File: config.mk
export PLATFORM = sky130hd
export DESIGN_NAME = dual_wheel_pid_speed_control_core
export DESIGN_NICKNAME = d
export VERILOG_FILES = /design/src/sv/dwpid_pkg.sv /design/src/sv/dwpid_mul.sv /design/src/sv/dwpid_div.sv /design/src/sv/dual_wheel_pid_speed_control_core.sv
export SDC_FILE = /design/constraint.sdc
export NUM_CORES = 2
export LEC_CHECK = 0
export BUFFER_PORTS_ARGS = -buffer_cell sky130_fd_sc_hd__buf_2
export CORE_ASPECT_RATIO = 0.5
export CORE_MARGIN = 2
export CORE_UTILIZATION = 46
export DETAILED_ROUTE_END_ITERATION = 8
export GPL_ROUTABILITY_DRIVEN = 0
export PLACE_DENSITY = 0.57
export SLEW_MARGIN = 20
export SYNTH_ARGS = -nofsm -noshare
export SYNTH_HDL_FRONTEND = slang
export SYNTH_SLANG_ARGS = --single-unit
File: constraint.sdc
create_clock -name clock -period 15.7 [get_ports clock]
set_clock_uncertainty 0.05 [all_clocks]
set_input_delay 2.355 -clock clock [delete_from_list [all_inputs] [get_ports clock]]
set_output_delay 2.355 -clock clock [all_outputs]
set_load 0.05 [all_outputs]
File: src/sv/dwpid_pkg.sv
`timescale 1ns / 1ps
// Shared types and constants for the dual wheel PID speed controller.
package dwpid_pkg;

   localparam int TGT_W   = 26;
   localparam int PWM_W   = 16;
   localparam int SCL_W   = 10;
   localparam int GAIN_W  = 24;
   localparam int CNT_W   = 16;
   localparam int ERR_W   = 28;
   localparam int DIFF_W  = 29;
   localparam int INTEG_W = 48;
   localparam int MUL_A_W = 32;
   localparam int PROD_W  = MUL_A_W + GAIN_W;
   localparam int ACC_W   = 74;
   localparam int OUT_W   = 35;
   localparam int IDX_W   = 3;
   localparam int ELAP_W  = 16;

   localparam logic [PWM_W-1:0] LEVEL_RESET = 16'd7500;
   localparam logic [PWM_W-1:0] PWM_MAX_RESET = 16'd10000;
   localparam logic [SCL_W-1:0] SCALE_RESET = 10'd1;
   localparam logic [GAIN_W-1:0] GAIN_P_RESET = 24'd2621440;
   localparam logic [GAIN_W-1:0] GAIN_I_RESET = 24'd524;
   localparam logic [GAIN_W-1:0] GAIN_D_RESET = 24'd2621;

   localparam logic [IDX_W-1:0] REG_TARGET = 3'd0;
   localparam logic [IDX_W-1:0] REG_PWM_MAX = 3'd1;
   localparam logic [IDX_W-1:0] REG_SCALE = 3'd2;
   localparam logic [IDX_W-1:0] REG_GAIN_P = 3'd3;
   localparam logic [IDX_W-1:0] REG_GAIN_I = 3'd4;
   localparam logic [IDX_W-1:0] REG_GAIN_D = 3'd5;

   localparam logic [1:0] OP_EDGES = 2'd0;
   localparam logic [1:0] OP_WINDOW = 2'd1;
   localparam logic [1:0] OP_UPDATE = 2'd2;
   localparam logic [1:0] OP_CLEAR = 2'd3;

   typedef enum logic [3:0] {
      S_IDLE, S_WIN_A, S_WIN_B, S_WIN_C, S_ERR, S_MI, S_INT, S_DST,
      S_PT, S_IL, S_IH, S_DW, S_D, S_OUT, S_FIN
   } state_type;

endpackage

File: src/sv/dwpid_mul.sv
`timescale 1ns / 1ps
// Shared unsigned multiplier with registered product.
module dwpid_mul
   import dwpid_pkg::*;
(
   input  logic              clock,
   input  logic [MUL_A_W-1:0] mul_a,
   input  logic [GAIN_W-1:0]  mul_b,
   output logic [PROD_W-1:0]  prod_ff
);

   logic [PROD_W-1:0] prod_in;

   assign prod_in = PROD_W'(mul_a) * PROD_W'(mul_b);

   always_ff @(posedge clock) begin
      prod_ff <= prod_in;
   end

endmodule

File: src/sv/dwpid_div.sv
`timescale 1ns / 1ps
// Restoring serial divider, one quotient bit per cycle.
module dwpid_div
   import dwpid_pkg::*;
#(
   parameter int NUM_W = 36
) (
   input  logic              clock,
   input  logic              reset,
   input  logic              start,
   input  logic [NUM_W-1:0]  num,
   input  logic [ELAP_W-1:0] den,
   output logic              busy,
   output logic [NUM_W-1:0]  quo
);

   localparam int CW = $clog2(NUM_W + 1);

   logic [ELAP_W-1:0] rem_ff, rem_in;
   logic [NUM_W-1:0]  quo_ff, quo_in;
   logic [ELAP_W-1:0] den_ff, den_in;
   logic [CW-1:0]     cnt_ff, cnt_in;
   logic              busy_ff, busy_in;
   logic [ELAP_W:0]   trial;
   logic              fits;

   assign trial = {rem_ff, quo_ff[NUM_W-1]};
   assign fits  = trial >= {1'b0, den_ff};

   always_comb begin
      rem_in  = rem_ff;
      quo_in  = quo_ff;
      den_in  = den_ff;
      cnt_in  = cnt_ff;
      busy_in = busy_ff;
      if (start) begin
         rem_in  = '0;
         quo_in  = num;
         den_in  = den;
         cnt_in  = CW'(NUM_W);
         busy_in = 1'b1;
      end else if (busy_ff) begin
         rem_in = fits ? ELAP_W'(trial - {1'b0, den_ff}) : trial[ELAP_W-1:0];
         quo_in = {quo_ff[NUM_W-2:0], fits};
         cnt_in = cnt_ff - 1'b1;
         busy_in = (cnt_ff != CW'(1));
      end
   end

   always_ff @(posedge clock) begin
      if (reset) begin
         busy_ff <= 1'b0;
         cnt_ff  <= '0;
      end else begin
         busy_ff <= busy_in;
         cnt_ff  <= cnt_in;
      end
      rem_ff <= rem_in;
      quo_ff <= quo_in;
      den_ff <= den_in;
   end

   assign busy = busy_ff;
   assign quo  = quo_ff;

endmodule

File: src/sv/dual_wheel_pid_speed_control_core.sv
`timescale 1ns / 1ps
// Dual wheel PID speed controller: sequencer, state and configuration.
// Opcodes 0 and 3 go straight to the finish state; opcode 1 first passes S_WIN_A, S_WIN_B and S_WIN_C.
// Opcode 2 runs the control steps once per wheel, its time set by the serial derivative divider
// (NUM_W = 56 - GAIN_FRAC_BITS), one quotient bit per cycle, which zero elapsed time does not start.
// One item at a time; the next transfer is taken the cycle after the result register loads.
// Synchronous reset restores all configuration, clears the loop state and sets levels to 7500.
module dual_wheel_pid_speed_control_core
   import dwpid_pkg::*;
#(
   parameter int GAIN_FRAC_BITS = 20
) (
   input  logic              clock,
   input  logic              reset,
   input  logic              req_valid,
   output logic              req_stall,
   input  logic [1:0]        req_opcode,
   input  logic              req_edge_a,
   input  logic              req_edge_b,
   input  logic [ELAP_W-1:0] req_elapsed_ms,
   output logic              rsp_valid,
   input  logic              rsp_stall,
   output logic [PWM_W-1:0]  rsp_duty_a,
   output logic [PWM_W-1:0]  rsp_duty_b,
   output logic [TGT_W-1:0]  rsp_rate_a,
   output logic [TGT_W-1:0]  rsp_rate_b,
   input  logic              csr_wr_en,
   input  logic [IDX_W-1:0]  csr_index,
   input  logic [TGT_W-1:0]  csr_wdata
);

   localparam int F = GAIN_FRAC_BITS;
   localparam int NUM_W = PROD_W - F;

   state_type state_ff, state_in;

   logic [TGT_W-1:0]  target_ff;
   logic [PWM_W-1:0]  pwm_max_ff;
   logic [SCL_W-1:0]  scale_ff;
   logic [GAIN_W-1:0] gain_p_ff, gain_i_ff, gain_d_ff;

   logic [CNT_W-1:0]         count_ff [2];
   logic [CNT_W-1:0]         count_in [2];
   logic [TGT_W-1:0]         speed_ff [2];
   logic [TGT_W-1:0]         speed_in [2];
   logic signed [INTEG_W-1:0] integ_ff [2];
   logic signed [INTEG_W-1:0] integ_in [2];
   logic signed [ERR_W-1:0]  prev_ff [2];
   logic signed [ERR_W-1:0]  prev_in [2];
   logic [PWM_W-1:0]         level_ff [2];
   logic [PWM_W-1:0]         level_in [2];

   logic                     wsel_ff, wsel_in;
   logic [ELAP_W-1:0]        elapsed_ff, elapsed_in;
   logic signed [ERR_W-1:0]  e_ff, e_in;
   logic signed [DIFF_W-1:0] diff_ff, diff_in;
   logic signed [ACC_W-1:0]  acc_ff, acc_in;
   logic [PROD_W-1:0]        lo_ff, lo_in;

   logic              rsp_valid_ff, rsp_valid_in;
   logic [PWM_W-1:0]  duty_a_ff, duty_b_ff;
   logic [TGT_W-1:0]  rate_a_ff, rate_b_ff;

   logic [MUL_A_W-1:0] mul_a;
   logic [GAIN_W-1:0]  mul_b;
   logic [PROD_W-1:0]  prod;
   logic               div_start;
   logic               div_busy;
   logic [NUM_W-1:0]   quo;

   logic               accept, out_free, load_rsp;
   logic [ERR_W-1:0]   e_mag;
   logic [DIFF_W-1:0]  diff_mag;
   logic [INTEG_W-1:0] integ_mag;
   logic signed [INTEG_W+1:0] isum;
   logic [ACC_W-1:0]   acc_mag, acc_shr;
   logic [32:0]        out_mag;
   logic signed [OUT_W-1:0] out_s, nl;

   function automatic logic signed [ACC_W-1:0] apply_sign(logic [ACC_W-1:0] m, logic neg);
      apply_sign = neg ? -$signed(m) : $signed(m);
   endfunction

   assign accept   = req_valid && !req_stall;
   assign out_free = !rsp_valid_ff || !rsp_stall;
   assign load_rsp = (state_ff == S_FIN) && out_free;
   assign req_stall = (state_ff != S_IDLE);

   assign e_mag     = e_ff[ERR_W-1] ? ERR_W'(-e_ff) : e_ff;
   assign diff_mag  = diff_ff[DIFF_W-1] ? DIFF_W'(-diff_ff) : diff_ff;
   assign integ_mag = integ_ff[wsel_ff][INTEG_W-1] ? INTEG_W'(-integ_ff[wsel_ff])
                                                  : integ_ff[wsel_ff];
   assign isum = {{2{integ_ff[wsel_ff][INTEG_W-1]}}, integ_ff[wsel_ff]}
               + (e_ff[ERR_W-1] ? -$signed({7'b0, prod[42:0]})
                                : $signed({7'b0, prod[42:0]}));
   assign acc_mag = acc_ff[ACC_W-1] ? ACC_W'(-acc_ff) : acc_ff;
   assign acc_shr = acc_mag >> F;
   assign out_mag = (acc_shr > (ACC_W'(1) << 32)) ? {1'b1, 32'b0} : acc_shr[32:0];
   assign out_s   = acc_ff[ACC_W-1] ? -$signed({2'b0, out_mag}) : $signed({2'b0, out_mag});
   assign nl      = $signed({19'b0, level_ff[wsel_ff]}) + out_s;

   dwpid_mul u_mul (
      .clock   (clock),
      .mul_a   (mul_a),
      .mul_b   (mul_b),
      .prod_ff (prod)
   );

   dwpid_div #(.NUM_W(NUM_W)) u_div (
      .clock (clock),
      .reset (reset),
      .start (div_start),
      .num   (prod[PROD_W-1:F]),
      .den   (elapsed_ff),
      .busy  (div_busy),
      .quo   (quo)
   );

   always_comb begin
      state_in = state_ff;
      unique case (state_ff)
         S_IDLE: begin
            if (accept) begin
               priority if (req_opcode == OP_WINDOW) state_in = S_WIN_A;
               else if (req_opcode == OP_UPDATE) state_in = S_ERR;
               else state_in = S_FIN;
            end
         end
         S_WIN_A: state_in = S_WIN_B;
         S_WIN_B: state_in = S_WIN_C;
         S_WIN_C: state_in = S_FIN;
         S_ERR:   state_in = S_MI;
         S_MI:    state_in = S_INT;
         S_INT:   state_in = S_DST;
         S_DST:   state_in = S_PT;
         S_PT:    state_in = S_IL;
         S_IL:    state_in = S_IH;
         S_IH:    state_in = S_DW;
         S_DW:    state_in = div_busy ? S_DW : S_D;
         S_D:     state_in = S_OUT;
         S_OUT:   state_in = wsel_ff ? S_ERR : S_FIN;
         S_FIN:   state_in = out_free ? S_IDLE : S_FIN;
         default: state_in = S_IDLE;
      endcase
   end

   always_comb begin
      count_in = count_ff;
      speed_in = speed_ff;
      integ_in = integ_ff;
      prev_in  = prev_ff;
      level_in = level_ff;
      wsel_in  = wsel_ff;
      elapsed_in = elapsed_ff;
      e_in     = e_ff;
      diff_in  = diff_ff;
      acc_in   = acc_ff;
      lo_in    = lo_ff;
      mul_a    = '0;
      mul_b    = '0;
      div_start = 1'b0;
      unique case (state_ff)
         S_IDLE: begin
            if (accept) begin
               elapsed_in = req_elapsed_ms;
               wsel_in    = 1'b1;
               if (req_opcode == OP_EDGES) begin
                  if (req_edge_a && count_ff[0] != '1) count_in[0] = count_ff[0] + 1'b1;
                  if (req_edge_b && count_ff[1] != '1) count_in[1] = count_ff[1] + 1'b1;
               end
               if (req_opcode == OP_CLEAR) begin
                  integ_in[0] = '0;
                  integ_in[1] = '0;
                  prev_in[0]  = '0;
                  prev_in[1]  = '0;
               end
            end
         end
         S_WIN_A: begin
            mul_a = MUL_A_W'(count_ff[0]);
            mul_b = GAIN_W'(scale_ff);
         end
         S_WIN_B: begin
            speed_in[0] = prod[TGT_W-1:0];
            mul_a = MUL_A_W'(count_ff[1]);
            mul_b = GAIN_W'(scale_ff);
         end
         S_WIN_C: begin
            speed_in[1] = prod[TGT_W-1:0];
            count_in[0] = '0;
            count_in[1] = '0;
         end
         S_ERR: begin
            e_in = $signed(ERR_W'({2'b0, target_ff} - {2'b0, speed_ff[wsel_ff]}));
            diff_in = $signed({e_in[ERR_W-1], e_in})
                    - $signed({prev_ff[wsel_ff][ERR_W-1], prev_ff[wsel_ff]});
         end
         S_MI: begin
            mul_a = MUL_A_W'(e_mag);
            mul_b = GAIN_W'(elapsed_ff);
         end
         S_INT: begin
            priority if (isum > $signed({3'b0, {(INTEG_W-1){1'b1}}}))
               integ_in[wsel_ff] = {1'b0, {(INTEG_W-1){1'b1}}};
            else if (isum < -$signed({3'b0, {(INTEG_W-1){1'b1}}}) - 1)
               integ_in[wsel_ff] = {1'b1, {(INTEG_W-1){1'b0}}};
            else
               integ_in[wsel_ff] = isum[INTEG_W-1:0];
            mul_a = MUL_A_W'(diff_mag);
            mul_b = gain_d_ff;
         end
         S_DST: begin
            div_start = (elapsed_ff != '0);
            mul_a = MUL_A_W'(e_mag);
            mul_b = gain_p_ff;
         end
         S_PT: begin
            acc_in = apply_sign(ACC_W'(prod), e_ff[ERR_W-1]);
            mul_a = integ_mag[31:0];
            mul_b = gain_i_ff;
         end
         S_IL: begin
            lo_in = prod;
            mul_a = MUL_A_W'(integ_mag[INTEG_W-1:32]);
            mul_b = gain_i_ff;
         end
         S_IH: begin
            acc_in = acc_ff + apply_sign(ACC_W'(lo_ff) + (ACC_W'(prod) << 32),
                                         integ_ff[wsel_ff][INTEG_W-1]);
         end
         S_DW: ;
         S_D: begin
            if (elapsed_ff != '0)
               acc_in = acc_ff + apply_sign(ACC_W'({quo, {F{1'b0}}}),
                                            diff_ff[DIFF_W-1]);
         end
         S_OUT: begin
            priority if (nl < 0) level_in[wsel_ff] = '0;
            else if (nl > $signed({19'b0, pwm_max_ff})) level_in[wsel_ff] = pwm_max_ff;
            else level_in[wsel_ff] = nl[PWM_W-1:0];
            prev_in[wsel_ff] = e_ff;
            wsel_in = 1'b0;
         end
         S_FIN: ;
         default: ;
      endcase
   end

   assign rsp_valid_in = load_rsp ? 1'b1 : (rsp_valid_ff && rsp_stall);

   always_ff @(posedge clock) begin
      if (reset) begin
         state_ff     <= S_IDLE;
         rsp_valid_ff <= 1'b0;
         target_ff    <= '0;
         pwm_max_ff   <= PWM_MAX_RESET;
         scale_ff     <= SCALE_RESET;
         gain_p_ff    <= GAIN_P_RESET;
         gain_i_ff    <= GAIN_I_RESET;
         gain_d_ff    <= GAIN_D_RESET;
         for (int i = 0; i < 2; i++) begin
            count_ff[i] <= '0;
            speed_ff[i] <= '0;
            integ_ff[i] <= '0;
            prev_ff[i]  <= '0;
            level_ff[i] <= LEVEL_RESET;
         end
      end else begin
         state_ff     <= state_in;
         rsp_valid_ff <= rsp_valid_in;
         count_ff     <= count_in;
         speed_ff     <= speed_in;
         integ_ff     <= integ_in;
         prev_ff      <= prev_in;
         level_ff     <= level_in;
         if (csr_wr_en) begin
            unique case (csr_index)
               REG_TARGET:  target_ff  <= csr_wdata;
               REG_PWM_MAX: pwm_max_ff <= csr_wdata[PWM_W-1:0];
               REG_SCALE:   scale_ff   <= csr_wdata[SCL_W-1:0];
               REG_GAIN_P:  gain_p_ff  <= csr_wdata[GAIN_W-1:0];
               REG_GAIN_I:  gain_i_ff  <= csr_wdata[GAIN_W-1:0];
               REG_GAIN_D:  gain_d_ff  <= csr_wdata[GAIN_W-1:0];
               default: ;
            endcase
         end
      end
      wsel_ff    <= wsel_in;
      elapsed_ff <= elapsed_in;
      e_ff       <= e_in;
      diff_ff    <= diff_in;
      acc_ff     <= acc_in;
      lo_ff      <= lo_in;
      if (load_rsp) begin
         duty_a_ff <= level_ff[0];
         duty_b_ff <= level_ff[1];
         rate_a_ff <= speed_ff[0];
         rate_b_ff <= speed_ff[1];
      end
   end

   assign rsp_valid  = rsp_valid_ff;
   assign rsp_duty_a = duty_a_ff;
   assign rsp_duty_b = duty_b_ff;
   assign rsp_rate_a = rate_a_ff;
   assign rsp_rate_b = rate_b_ff;

   a_fin_hold: assert property (@(posedge clock) disable iff (reset)
      (state_ff == S_FIN && !out_free) |=> (state_ff == S_FIN))
      else $error("result dropped while output register busy");

   a_rsp_from_fin: assert property (@(posedge clock) disable iff (reset)
      $rose(rsp_valid_ff) |-> ($past(state_ff) == S_FIN))
      else $error("result raised outside finish state");

   a_div_in_pid: assert property (@(posedge clock) disable iff (reset)
      div_busy |-> (state_ff == S_PT || state_ff == S_IL || state_ff == S_IH ||
                    state_ff == S_DW))
      else $error("divider running outside control step");

endmodule

Word level (Yosys, flattened, before mapping)
Index checks and enable logic that the tools add are counted.
{ "totals": {"word_cells": 210, "inputBits": 54, "regBits": 815} }
{ "classes": {"eq_ne": 31, "n_mul": 1, "mux": 69, "magnitude_cmp": 8, "addsub": 20, "reduce_logical": 37, "n_bitwise": 9} }
{ "ops": {"columns": ["cell", "n"], "rows": [
  ["$mux 96", 4],
  ["$mux 74", 5],
  ["$mux 48", 5],
  ["$pmux 74 s3", 1],
  ["$pmux 32 s6", 1],
  ["$pmux 96 s2", 1],
  ["$add 74x74->74", 2],
  ["$neg 56->74", 2],
  ["$neg 74->74", 2],
  ["$mux 28", 5],
  ["$mux 32", 4],
  ["$pmux 24 s5", 1],
  ["$mux 16", 7],
  ["$mux 56", 2],
  ["$pmux 56 s2", 1],
  ["$bwmux 96", 1],
  ["$and 94x94->94", 1],
  ["$not 94->94", 1],
  ["$or 94x94->94", 1],
  ["$mux 26", 3],
  ["$add 56x74->74", 1],
  ["$mux 36", 2],
  ["$bwmux 32", 2],
  ["$pmux 32 s2", 1],
  ["67 further kinds", 119]
]} }

Logic depth before layout (Yosys ltp)
{ "logic_depth": {"depth_word": 10, "ltp_mapped": 47, "depth_no_buf": 44} }

Hierarchy
Synthesis repeated with hierarchy kept, for this count alone.
{ "hier_totals": {"cells_unflattened": 8951, "hier_area_um2": 77339.2} }
{ "by_module_without_submodules": {"columns": ["module", "area_per_inst_um2", "seq_area_each_um2", "instances", "cells_per_inst"], "rows": [
  ["dual_wheel_pid_speed_control_core", 47465.5, 16525.8, 1, 5733],
  ["dwpid_mul", 25889.8, 1121.1, 1, 2876],
  ["dwpid_div", 3983.8, 2021.9, 1, 342]
]} }

Least setup slack after synthesis
No wires, ideal clock.
{ "synth_path": {"path_kind": "reg2reg", "start": "reg wsel_ff", "end": "reg u_mul.prod_ff[55]", "arrival_time_ns": 11.650, "path_slack_ns": 3.880, "stages_incl_launch_ff": 47, "setup_ns": 0.120, "period_less_slack_ns": 11.820, "required_time_ns": 15.530, "path_buffers": 6, "path_cell_list": "edfxtp_1 clkbuf_1 buf_1 clkbuf_1 buf_1 clkbuf_1 mux2i_1 inv_1 nor4_1 nand2_1 nor3_1 inv_1 nor3_1 a21oi_1 xnor2_1 a221o_1 clkbuf_1 nand2_1 [11 not listed] inv_1 ha_1 a21o_1 a21oi_1 nor3b_1 o21ai_0 nand3_1 o31ai_1 o311ai_0 a2111oi_0 o32a_1 a31oi_1 a21oi_1 o21ai_0 nand2_1 a221o_1 a21oi_1 xnor2_1"} }
{ "synth_between": {"elab_chain_len": 8} }
{ "synth_lines": {"columns": ["item", "line", "rtl"], "rows": [
  ["from (decl)", "dual_wheel_pid_speed_control_core.sv:53", "logic wsel_ff, wsel_in;"],
  ["from (signal assigned)", "dual_wheel_pid_speed_control_core.sv:288", "wsel_ff <= wsel_in;"],
  ["$not 1->2 (not written as such) *", "dual_wheel_pid_speed_control_core.sv:91, dual_wheel_pid_speed_control_core.sv:92", null],
  ["$mux 48 (not written as such) * (3 in a row)", "dual_wheel_pid_speed_control_core.sv:91, dual_wheel_pid_speed_control_core.sv:92", null],
  ["$neg 48->48", "dual_wheel_pid_speed_control_core.sv:91", "assign integ_mag = integ_ff[wsel_ff][INTEG_W-1] ? INTEG_W'(-integ_ff[wsel_ff])"],
  ["$mux 48 *", "dual_wheel_pid_speed_control_core.sv:91", null],
  ["$pmux 32 s6 *", "dual_wheel_pid_speed_control_core.sv:162", "unique case (state_ff)"],
  ["$mul 32x24->56 *", "dwpid_mul.sv:14", "assign prod_in = PROD_W'(mul_a) * PROD_W'(mul_b);"],
  ["net u_mul.prod_in[55]", "dwpid_mul.sv:12", "logic [PROD_W-1:0] prod_in;"],
  ["to (signal assigned)", "dwpid_mul.sv:17", "prod_ff <= prod_in;"],
  ["to (decl)", "dwpid_mul.sv:9", "output logic [PROD_W-1:0] prod_ff"]
]} }
Mark *: on every way through the listed nets, which the timed path passes. The rest lies on a longest branch. The select of a mux whose other input is x is not followed.
A chain may end at the register's enable or synchronous reset.

Final worst setup path
Same ends and word-level chain as after synthesis.

==> flow_summary.ini <==
[routing]
drt-met1-wl_um = 121000
vias = 66900
detail_route.first_pass.iterations = 8
wl_met3_um = 28300
final_antenna_net_count = 0
via_per_inst = 5.90
drc_errors = 0
routed_wirelength_um = 279000
highest_layer = met5
drt_iter0_drc = 6850
routedWlPerCell_um = 24.6
wl_met2_um = 118000

[logic_synthesis]
syn_area_per_cell_um2 = 8.45
synth_edf_count = 339
syn_inst = 9111
ys_warn_count = 0
yosysTopAreaCellShare = 0.173
syn_area_um2 = 77000
ys_types = 105
syn_nets = 10300
async_flop_share = 0
synth-main-ff-cell = dfxtp_1
synth_area_leader_cell = fa_1
ys_seq_elements = 813
ys_seq_area_frac = 0.255
synth_area_leaders = fa_1, edfxtp_1, dfxtp_1, nand2_1, ha_1

[worst_setup_path]
crit_family = compound AO/OA/AOI/OAI gates
r2r-start = wsel_ff
start_kind = register
crit_slowest_cell = a221o_1
path_buf_inv = 7
cp_common_cell = fa_1
cp_data_arrival_time_ns = 14.56
path_max_fanout = 90
startpoint = wsel_ff
cp-end-kind = register
slowest_delay_ns = 0.85
path_class = register to register
cp.required_ns = 16.24

[global_route]
grt_pass1_vias = 64200
grt_pass1_wl_um = 418000
grt_use_total = 0.325
grt_overflow = 0
antenna_found_initial = 30
grt_max_degree = 136

[final_layout]
fin_nets = 10200
fillers = 16100
final_layout_size_suffix_gt1_frac = 0.0695
stdcell_count = 11300
synthToLayoutAreaGrowth_pct = 8.07

[clock_tree]
cts_root_buffer = clkbuf_16
cts_setup_buffers = 0
ctsHtreeMaxLevel = 3
cts_buffers = 85
cts_tree = yes
clk_latency_ns = 0.74
cts.clk_slew.worst_paths_ns = 0.07
cts_resized = 0
cts.sinks = 813
clk_path_buf_depth = 3
cts_hold_buffers = 0

[flow_run]
drv_cap = 0

[floorplanning]
io_pins = 140
core_area_um2 = 167000
dieWidth_um = 583
dieHeight_um = 293
std_cell_rows = 106
initial_core_util = 0.462
dieArea_um2 = 171000

[timing]
fmax_ghz = 0.0714
final.setup.tns_ns = 0
layout_worst_path_cycle_share = 0.893
drv_slew = 0
finalSetupViolCount = 0
fin_crit_ns = 14.01
tightest_slew_ns = 1.35
rsz0062_at_grt = false
relSlewSlack = 0.0909
hold_viol_final = 0

[placed_design]
portBuffers = 139
dp_hpwl_um = 212000
dp_cells = 11200

[power]
p_per_area_nw_per_um2 = 196
vdd_drop_max_mv = 0.426
p_leak_nw = 36.2

[worst_hold_path]
hp-class = register to register
holdCritStartpoint = integ_ff[23]

[status]
status = completed
-- where the power goes --
group | total [W] | switching [W] | leakage, nW | internal (W)
clock network | 0.00221 | 0.000993 | 1.43 | 0.00121
registers | 0.00321 | 0.000463 | 6.89 | 0.00275
logic | 0.0109 | 0.00734 | 27.8 | 0.00355
-- path summary, 6_finish.rpt --
check / to / slack [ns] / depth (start not counted)
worst min register to register: integ_ff[23] / 0.40 / 1
worst max-delay path: u_mul.prod_ff[55] / 1.69 / 43
worst min-delay path: integ_ff[23] / 0.40 / 1
worst max register to register: u_mul.prod_ff[55] / 1.69 / 43
-- cell usage after synthesis, drive strengths merged (53+ instances only) --
library cell  number
nand2           1524
inv              947
a21oi            668
fa               665
nor2             528
dfxtp            474
ha               443
o21ai            425
clkbuf           400
xnor2            367
edfxtp           339
nand3            219
xor2             214
and2             189
nor3             156
a21o             149
mux2i            120
or3               91
o31ai             83
a211oi            80
and3              64
buf               62
nand4             61
a22oi             58
a31oi             58
mux2              55
o21a              54
nor2b             53
-- metal layers --
layer	vias up	global-route usage
li1	30700	-
met1	32900	0.456
met2	2852	0.491
met3	476	0.0700
met4	8	0.120
met5	-	0
-- logic make-up after synthesis --
logic type,count (synthesis),synth area share
buffers and inverters,1413,0.0705
AO/OA/AOI/OAI,1912,0.156
XOR/XNOR,581,0.0662
flip-flops,813,0.255
adder cells (fa/ha/maj),1108,0.245
multiplexers,175,0.0237
AND/OR/NAND/NOR,3109,0.184
-- state kept, by name, indices dropped and copies added (netlist names), 16 cells and up --
register	cells
integ_ff	96
acc_ff	74
lo_ff	56
u_mul.prod_ff	56
prev_ff	54
speed_ff	52
u_div.quo	36
count_ff	32
level_ff	32
diff_ff	29
e_ff	27
rsp_rate_a	26
rsp_rate_b	26
target_ff	26
gain_d_ff	24
gain_i_ff	24
gain_p_ff	24
elapsed_ff	16
pwm_max_ff	16
rsp_duty_a	16
rsp_duty_b	16
u_div.den_ff	16
u_div.rem_ff	16
-- cell type report --
class                   instances  area [um^2]  share of cell area
inverters                     950         3570              0.0428
flip-flops and latches        813        19700               0.236
diodes                         24         60.1            0.000722
well taps                    2214         2770              0.0333
repair buffers                297         1920              0.0230
clock buffers                 108         2350              0.0282
clock inverters                52          631             0.00758
multi-input cells            6885        52300               0.628
-- metrics by stage --
| stage | util | worst slack [ns] | hold slack (ns) | area [um^2] | total power (W) |
|---|---|---|---|---|---|
| floorplan | - | 3.88 | 0.356 | 77000 | 0.0104 |
| global placement | 0.481 | 2.30 | 0.383 | 80100 | 0.0138 |
| detailed placement | 0.481 | 2.17 | 0.392 | 80200 | 0.0138 |
| CTS | 0.499 | 2.12 | 0.404 | 83200 | 0.0161 |
| global route | 0.499 | 1.07 | 0.419 | 83200 | 0.0173 |
| finish | 0.499 | 1.69 | 0.402 | 83200 | 0.0163 |
-- cells in the final DEF, fill, tap and decap left out, types with 28 or more instances in the layout --
cell / synthesis / final
a211oi_1: 80 / 77
xor2_1: 214 / 214
inv_1: 946 / 945
nor2b_1: 53 / 53
a21oi_1: 667 / 661
clkbuf_16: 0 / 88
nand4_1: 61 / 61
o21a_1: 54 / 54
buf_4: 4 / 156
a22oi_1: 58 / 58
and2_1: 189 / 187
or3_1: 90 / 88
and3_1: 64 / 64
mux2i_1: 120 / 119
nor4_1: 41 / 41
o21ai_0: 395 / 386
ha_1: 443 / 443
buf_2: 23 / 138
or4_1: 37 / 37
o211ai_1: 29 / 29
nand3_1: 218 / 215
fa_1: 665 / 665
o41ai_1: 32 / 32
o31ai_1: 83 / 83
or2_2: 28 / 28
o21bai_1: 39 / 39
nand2b_1: 50 / 50
edfxtp_1: 339 / 339
nor3_1: 153 / 150
nor2_1: 526 / 516
mux2_2: 54 / 54
xnor2_1: 366 / 361
nand2_1: 1524 / 1519
a21o_1: 149 / 149
dfxtp_1: 474 / 474
a31oi_1: 58 / 58
(Power assumes the default switching activity.)
